===== src/sv/bsm_pkg.sv =====
// Package for the bounded stack with running maximum.
// Holds sizes, command codes and the cell control struct; no dependencies.
package bsm_pkg;

  localparam int DEPTH  = 64;
  localparam int PTR_W  = (DEPTH > 1) ? $clog2(DEPTH) : 1;
  localparam int FILL_W = $clog2(DEPTH + 1);
  localparam int SUM_W  = $clog2(2 * DEPTH + 1);
  localparam int WORD_W = 32;
  localparam int IDX_W  = 6;
  localparam int CMD_W  = 2;
  localparam int GRP    = 8;
  localparam int NGRP   = (DEPTH + GRP - 1) / GRP;

  localparam logic [CMD_W-1:0] CMD_QUERY = 2'd0;
  localparam logic [CMD_W-1:0] CMD_PUSH  = 2'd1;
  localparam logic [CMD_W-1:0] CMD_POP   = 2'd2;

  typedef logic signed [WORD_W-1:0] word_t;

  typedef struct packed {
    logic push;
    logic pop;
    logic first;
  } cell_ctl_t;

endpackage


===== src/sv/bsm_cell.sv =====
// One stack cell: a stored word and the running maximum of it and all older words.
// Shifts with its neighbors on push and pop; depends on bsm_pkg.
module bsm_cell
  import bsm_pkg::*;
(
  input  logic             clk,
  input  logic             rst_n,
  input  cell_ctl_t        ctl,
  input  logic             is_head,
  input  logic [PTR_W-1:0] cell_pos,
  input  word_t            up_word,
  input  word_t            up_max,
  input  word_t            dn_word,
  input  word_t            dn_max,
  input  logic [FILL_W-1:0] fill,
  input  logic [PTR_W-1:0] idx,
  input  logic             idx_ok,
  output word_t            word,
  output word_t            run_max,
  output word_t            hit_word
);

  word_t word_r, word_nxt;
  word_t max_r, max_nxt;
  word_t head_max;
  logic [SUM_W-1:0] sum;
  logic hit;

  always_comb begin
    if (ctl.first || (up_word > max_r)) begin
      head_max = up_word;
    end else begin
      head_max = max_r;
    end
    word_nxt = word_r;
    max_nxt  = max_r;
    if (ctl.push) begin
      word_nxt = up_word;
      max_nxt  = is_head ? head_max : up_max;
    end else if (ctl.pop) begin
      word_nxt = dn_word;
      max_nxt  = dn_max;
    end
  end

  always_ff @(posedge clk) begin
    if (!rst_n) begin
      word_r <= '0;
    end else begin
      word_r <= word_nxt;
    end
    max_r <= max_nxt;
  end

  // store position of this cell is (fill - 1 - cell_pos) mod DEPTH
  assign sum = SUM_W'(cell_pos) + SUM_W'(idx) + SUM_W'(1);
  assign hit = idx_ok && ((sum == SUM_W'(fill)) || (sum == SUM_W'(fill) + SUM_W'(DEPTH)));

  assign word     = word_r;
  assign run_max  = max_r;
  assign hit_word = hit ? word_r : '0;

endmodule


===== config.mk =====
export PLATFORM = sky130hd
export DESIGN_NAME = bsm_cell
export DESIGN_NICKNAME = d
export VERILOG_FILES = /design/src/sv/bsm_pkg.sv /design/src/sv/bsm_cell.sv
export SDC_FILE = /design/constraint.sdc
export NUM_CORES = 1
export LEC_CHECK = 0
export BUFFER_PORTS_ARGS = -buffer_cell sky130_fd_sc_hd__buf_4
export CAP_MARGIN = 20
export CORE_UTILIZATION = 30
export DETAILED_ROUTE_END_ITERATION = 16
export RECOVER_POWER = 25
export SETUP_SLACK_MARGIN = 0.15
export SLEW_MARGIN = 20
export SYNTH_ARGS = -nofsm -noshare
export SYNTH_HDL_FRONTEND = slang
export SYNTH_SLANG_ARGS = --single-unit

===== constraint.sdc =====
create_clock -name clk -period 4.5 [get_ports clk]
set_input_delay 0.675 -clock clk [delete_from_list [all_inputs] [get_ports clk]]
set_output_delay 0.675 -clock clk [all_outputs]
set_load 0.01 [all_outputs]

==> metrics.csv, run 1 <==
stage,metric,value,unit
cts,H-tree Lvls,3,
critical_path,Startpoint Class,primary input,
die,Initial Util,30.64,%
sta,RSZ-0062 raised after global routing,no,
die,DIE AREA,16740,µm²
routing,DRT iter0 DRCs,191,
synthesis,largest family of logic cells by synthesized area,compound AO/OA/AOI/OAI gates,
critical_path,Setup Crit Path Kind,in2out,
final_layout,final instance area,7057,µm²
routing,Via-to-Cell Ratio,4.755,
sta,slew margin rel.,-67.52,%
place,gpl congestion,0.7769,
global_routing,grt total ovfl,0,
power_and_ir_drop,PD cells,285.7,nW/µm²
synthesis,Netlist cell types,43,
global_routing,number of global-route vias before repair,4411,
place,DPL Wire Length,13.06,mm
final_layout,filler cell count,1645,
die,core area,15890,µm²
run,Max Cap Viol,1,
synthesis,Compound-Gate Fraction of Synth Area,18.02,%
sta,setup TNS,0,ns
routing,Detail Route Antenna Nets,0,
final_layout,n_diodes,0,
die,Rows,46,
die,Die W,129.4,µm
synthesis,Synth Area in XOR/XNOR,1.260,%
critical_path,Critical Path Sink Type,output pin,
die,I/O pins,250,
sta,Worst-Margin Slew,2.513,ns
synthesis,Post-Synth Simple-Gate Area,16.04,%
final_layout,area grow syn2layout,44.99,%
cts,Num CTS Buffers,9,
final_layout,nets,977,
critical_path,maximum net fanout on the critical path,11,
sta,fin crit period,4.146,ns
min_path,worst hold stages,3,
global_routing,first-pass GRT wire length,24.56,mm
place,number of I/O port buffers,249,
routing,WL final,16.97,mm
power_and_ir_drop,Max VDD drop,0.1699,mV
critical_path,R2R cell count,9,
routing,Pre-antenna DRT Iters,4,
synthesis,Mean Syn Cell Area,8.833,µm²
final_layout,Finished Core Util,44.42,%
cts,Root Driver,clkbuf_16,
sta,Pins Over Slew Limit,34,
synthesis,post-synthesis mux area share,13.16,%
sta,Tcrit/Tclk final,92.13,%
synthesis,"flops & latches, synth",64,
run_status,failing checks,"max-capacitance violations, max-slew violations",
synthesis,post-synthesis sequential area ratio,32.90,%
synthesis,post-synth net total,745,
critical_path,crit path DAT,3.47,ns
cts,CTS tree,yes,
global_routing,Total Routing Usage GR,20.00,%
final_layout,share of cells above drive strength 1,35.07,%
global_routing,initial antenna violation count,0,
synthesis,Synth Area in Adders,10.44,%
run_status,outcome,finished with violations,
routing,wire per inst,16.92,µm
cts,latest clock arrival within the worst-skew pair,0.34,ns
sta,Final Setup Violations,0,
sta,Worst Skew,0.005669,ns
power_and_ir_drop,P_leak,3.302,nW
die,Die H,129.4,µm
synthesis,synthesized area,4867,µm²
place,Placed Area,6865,µm²
cts,Clock transition at path regs,0.06,ns
cts,CTS Buffer Depth,2,
global_routing,largest net degree at the start of global routing,76,
critical_path,Critical Path RT,3.83,ns
cts,total clock sinks,64,
routing,DRC,0,
sta,Peak Freq,241.2,MHz
sta,Final Hold Vio Count,0,
synthesis,Post-Syn Instances,551,
min_path,Hold WC Path Type,in2reg,
cts,# hold bufs at CTS,0,
routing,vias,4769,
synthesis,Ys Warns,0,
critical path: stages:
cell and delay, ns:
buf_4 0.11, ha_1 0.38, inv_1 0.08, o21ai_0 0.08, a21o_1 0.20, a21o_1 0.18
a21o_1 0.17, ha_1 0.27, o21ai_1 0.07, a211oi_2 0.15, o211ai_1 0.15, nor3b_4 0.29
buf_6 0.15, clkbuf_16 0.15, nand3_1 0.09, a21oi_2 0.12, buf_4 0.14
power by group:
group	internal, mW	leakage (nW)	switching (mW)
sequential	0.686	0.585	0.0402
clock	0.398	0.134	0.265
combinational	0.284	2.58	0.343
state kept, by name (all words and copies together), names as in the netlist:
register,flops
run_max,32
word,32
final cells by class:
type	instances	area [µm²]	area share, %
timing repair buffer	259	1844	26.13
multi-input combinational	408	2913	41.28
tap	216	270.3	3.830
inverter	41	153.9	2.181
clock inverter	3	17.52	0.2482
sequential	64	1602	22.70
clock buffer	12	256.5	3.635
cells in the mapped netlist, drive strengths merged:
cell	count	area (µm²)
nor3b	1	18.77
a21oi	79	508.0
inv	41	153.9
edfxtp	32	960.9
nand3	36	180.2
buf	19	161.4
o21a	2	15.01
and2	32	200.2
ha	39	488.0
dfxtp	32	640.6
xnor2	2	17.52
nor4	3	18.77
or3	1	6.260
a21o	4	30.03
o21ai	40	211.5
a211oi	3	27.52
xor2	5	43.79
clkbuf	19	82.58
o311a	1	10.01
o211ai	2	15.01
o2bb2ai	1	8.760
nor3	1	5.000
nor2b	2	20.02
nor2	36	135.1
nand2	39	146.4
nand4	8	50.05
fa	1	20.02
a2111oi	1	8.760
a21boi	1	11.26
a221o	1	10.01
o22ai	1	6.260
a31oi	1	6.260
mux2i	64	640.6
a211o	1	8.760
repair_timing:
| item | CTS | global route |
|---|---|---|
| setup endpoints to repair | 0 | 32 |
| buffers inserted | 0 | 2 |
| gates resized for setup | 0 | 6 |
cell families after synthesis:
logic type	after synthesis
AOI/OAI and AO/OA	138
muxes	64
adders and majority gates	40
xor gates and xnor gates	7
DFF	64
buffers and inverters	79
and+or+nand+nor	159
layout by cell type (no fill, tap or decap), types with 35 or more instances in the layout:
cell	instances
clkbuf_1	40
inv_1	41
o21ai_0	37
mux2i_1	64
nand3_1	35
a21oi_1	49
buf_4	216
nand2_1	39
ha_1	38
nor2_1	36
path summary, 6_finish.rpt:
| check | start | endpoint | slack, ns |
|---|---|---|---|
| setup / recovery | cell_pos[2] | hit_word[10] | 0.35 |
| hold reg to reg | word[18]$_SDFFE_PN0P_ | word[18]$_SDFFE_PN0P_ | 0.67 |
| hold / removal | dn_max[16] | run_max[16]$_DFFE_PP_ | 0.65 |
| setup reg to reg | run_max[15]$_DFFE_PP_ | run_max[7]$_DFFE_PP_ | 1.45 |
per-layer routing:
layer  GRT usage [%]  vias up  wire length (µm)
met2           34.69      184              8128
li1                -     2405                 -
met5               0        -                 0
met3           6.441       13              1488
met4           5.952        0               205
met1           23.44     2167              7149
metrics by stage:
| stage | worst slack, ns | total power [mW] | hold WS (ns) | std cells |
|---|---|---|---|---|
| after floorplan | 0.6962 | 1.094 | 0.6912 | 551 |
| after global placement | 0.3239 | 1.378 | 0.6697 | 985 |
| after detailed placement | 0.2491 | 1.382 | 0.6609 | 985 |
| after CTS | 0.2408 | 2.056 | 0.6383 | 1000 |
| after global routing | 0.1891 | 2.136 | 0.6505 | 1003 |
| final | 0.3541 | 2.016 | 0.6536 | 1003 |
(Power assumes the default switching activity.)
==> run 2: changes to the inputs <==
--- a/config.mk
+++ b/config.mk
@@ -9,6 +9,7 @@
 export CAP_MARGIN = 20
 export CORE_UTILIZATION = 30
 export DETAILED_ROUTE_END_ITERATION = 16
+export GPL_TIMING_DRIVEN = 0
 export RECOVER_POWER = 25
 export SETUP_SLACK_MARGIN = 0.15
 export SLEW_MARGIN = 20
==> run 2 against run 1 <==
The run now ends clean. Count of clock-buffer cells in the layout grew 1. Via count grew 2.2%. Sequential share of layout area shrank 0.45 points. Utilization grew 0.89 points. Clock skew grew 0.0047 ns. First-iteration DRC count shrank 3.1%. Worst setup slack lost 0.0075 ns. Flip-flop and latch count is the same. Worst hold slack lost 0.061 ns. Global-route usage grew 1.4 points. Clock power grew 21%. Non-clock buffer count grew 28. Largest cell class unchanged. Largest power group is now the clock network.
==> metrics.csv, run 2 (same netlist as run 1, synthesis figures left out) <==
stage,metric,value,unit
run_status,outcome,"complete, no violations",
global_routing,number of global-route vias before repair,4668,
place,Placed Cells incl. Taps,1015,
power_and_ir_drop,PD cells,301.8,nW/µm²
power_and_ir_drop,sw frac,30.64,%
die,Rows,46,
critical_path,Crit Reg-Reg Startpoint,run_max[14]$_DFFE_PP_,
final_layout,"commonest cells after routing, fill and taps aside","200 x buf_4, 64 x clkbuf_1, 64 x mux2i_1",
place,pre-CTS setup slack,0.1735,ns
global_routing,largest net degree at the start of global routing,20,
critical_path,Critical Path Stages,18,
final_layout,final instance area,7198,µm²
critical_path,cell family contributing the most delay on the critical path,compound AO/OA/AOI/OAI gates,
sta,Worst-Margin Slew,0.6444,ns
sta,Final Setup Violations,0,
final_layout,Finished Core Util,45.31,%
power_and_ir_drop,Switch Pwr,665.6,µW
sta,Pins Over Slew Limit,0,
routing,WL final,17.93,mm
power_and_ir_drop,clock share of power,36.9,%
critical_path,maximum net fanout on the critical path,10,
critical_path,largest stage delay on the critical path,0.26,ns
sta,RSZ-0062 raised after global routing,no,
critical_path,crit-path cells,buf_4 -> inv_1 -> ha_2 -> fa_1 -> o21ai_0 -> a21o_1 -> a21o_1 -> a21o_1 -> ha_1 -> o21ai_0 -> a211oi_1 -> o211ai_1 -> nor3b_4 -> buf_4 -> buf_6 -> nand3_1 -> a21oi_2 -> buf_4,
die,Die W,129.4,µm
final_layout,"commonest non-fill, non-tap cell in the layout",buf_4,
die,Die H,129.4,µm
run,Max Cap Viol,0,
routing,Detail Route Antenna Nets,0,
global_routing,Total Routing Usage GR,21.36,%
sta,Tcrit/Tclk final,92.30,%
sta,setup TNS,0,ns
power_and_ir_drop,Power Internal,1.507,mW
routing,DRT iter0 DRCs,185,
final_layout,filler cell count,1695,
cts,CTS Buffer Depth,2,
global_routing,initial antenna violation count,0,
place,Placed Area,7024,µm²
sta,Worst Skew,0.01038,ns
die,DIE AREA,16740,µm²
routing,vias,4872,
power_and_ir_drop,Max VDD drop,0.2006,mV
routing,DRC,0,
global_routing,grt total ovfl,0,
die,Initial Util,30.64,%
power_and_ir_drop,P_leak,3.366,nW
global_routing,first-pass GRT wire length,26.16,mm
final_layout,n_diodes,0,
final_layout,area grow syn2layout,47.89,%
sta,post-route setup slack,0.3466,ns
power_and_ir_drop,Total Power,2.172,mW
cts,H-tree Lvls,3,
critical_path,Critical Path Sink Type,output pin,
cts,Num CTS Buffers,9,
critical_path,Setup Crit Path Kind,in2out,
cts,total clock sinks,64,
min_path,worst hold stages,2,
critical_path,crit path DAT,3.48,ns
critical_path,CP Capture Point,hit_word[1],
die,I/O pins,250,
critical_path,Critical Path RT,3.83,ns
critical_path,slowest CP cell,ha_1,
sta,Final Hold Vio Count,0,
place,number of I/O port buffers,247,
power_and_ir_drop,Comb pwr share,29.7,%
cts,Root Driver,clkbuf_16,
cts,# hold bufs at CTS,0,
final_layout,Non-Filler Instances,1032,
sta,fin crit period,4.153,ns
sta,slew margin rel.,57.04,%
critical_path,R2R Path End,run_max[7]$_DFFE_PP_,
cts,CTS tree,yes,
routing,Pre-antenna DRT Iters,4,
critical_path,Startpoint Class,primary input,
final_layout,share of cells above drive strength 1,33.46,%
die,core area,15890,µm²
routing,wire per inst,17.37,µm
final_layout,nets,1005,
critical_path,R2R cell count,9,
min_path,Hold WC Path Type,in2reg,
sta,worst hold slack,0.5926,ns
power_and_ir_drop,Reg power frac,33.5,%
sta,Peak Freq,240.8,MHz
cts,Clock transition at path regs,0.06,ns
critical_path,"Buf+Inv Stages, Crit Path",5,
routing,Via-to-Cell Ratio,4.721,
place,gpl congestion,0.7926,
place,DPL Wire Length,14.48,mm
critical_path,R2R Setup Slk,1.55,ns
critical_path,Worst Setup SP,cell_pos[0],
cts,latest clock arrival within the worst-skew pair,0.34,ns
run 2: changes by cell type in the layout (fill, tap and decap cells not counted), moves of 3 or more:
cell | before | now
clkbuf_4 | 0 | 3
clkbuf_1 | 40 | 64
buf_4 | 216 | 200
buf_6 | 1 | 4
buf_1 | 0 | 3
buf_2 | 0 | 9
run 2: final cells by class:
cell class              instances  area, µm²  area share (%)
multi-input cells             408       2875           39.94
repair buffers                249       1709           23.74
flip-flops and latches         64       1602           22.25
clock buffers                  13      302.8           4.206
well taps                     216      270.3           3.755
plain buffers                  38      244.0           3.390
inverters                      41      153.9           2.138
clock inverters                 3      41.29          0.5736
run 2: power by group through the flow:
stage	clock, mW	sequential, mW	combinational, mW
floorplan	0	0.759	0.336
global placement	0	0.742	0.664
detailed placement	0	0.741	0.677
CTS	0.815	0.730	0.680
global route	0.840	0.735	0.716
finish	0.801	0.728	0.644
run 2: worst register-to-register path: stages, from the launching register on:
cell,delay (ns)
edfxtp_1,0.42
inv_1,0.08
ha_1,0.25
a21oi_1,0.17
nand2_1,0.08
a221o_1,0.36
o311a_1,0.36
a31oi_1,0.18
nand3_2,0.44
buf_16,0.35
run 2: repair_timing:
action	in CTS	in global routing
setup buffers	0	1
endpoints found under the hold margin	0	0
resized for setup	0	1
endpoints found under the setup margin	0	32
run 2: layer usage:
layer	routed length [µm]	track usage, %	vias up
li1	-	-	2462
met1	7796	26.30	2190
met2	8367	36.02	204
met3	1523	6.565	16
met4	243	5.744	0
met5	0	0	-
run 2: worst min-delay path by stage:
stage                          startpoint               endpoint  slack [ns]
floorplan           word[21]$_SDFFE_PN0P_  word[21]$_SDFFE_PN0P_        0.69
global placement    word[30]$_SDFFE_PN0P_  word[30]$_SDFFE_PN0P_        0.67
detailed placement  word[18]$_SDFFE_PN0P_  word[18]$_SDFFE_PN0P_        0.68
CTS                                 rst_n  word[22]$_SDFFE_PN0P_        0.59
global route                        rst_n  word[22]$_SDFFE_PN0P_        0.59
finish                              rst_n  word[22]$_SDFFE_PN0P_        0.59
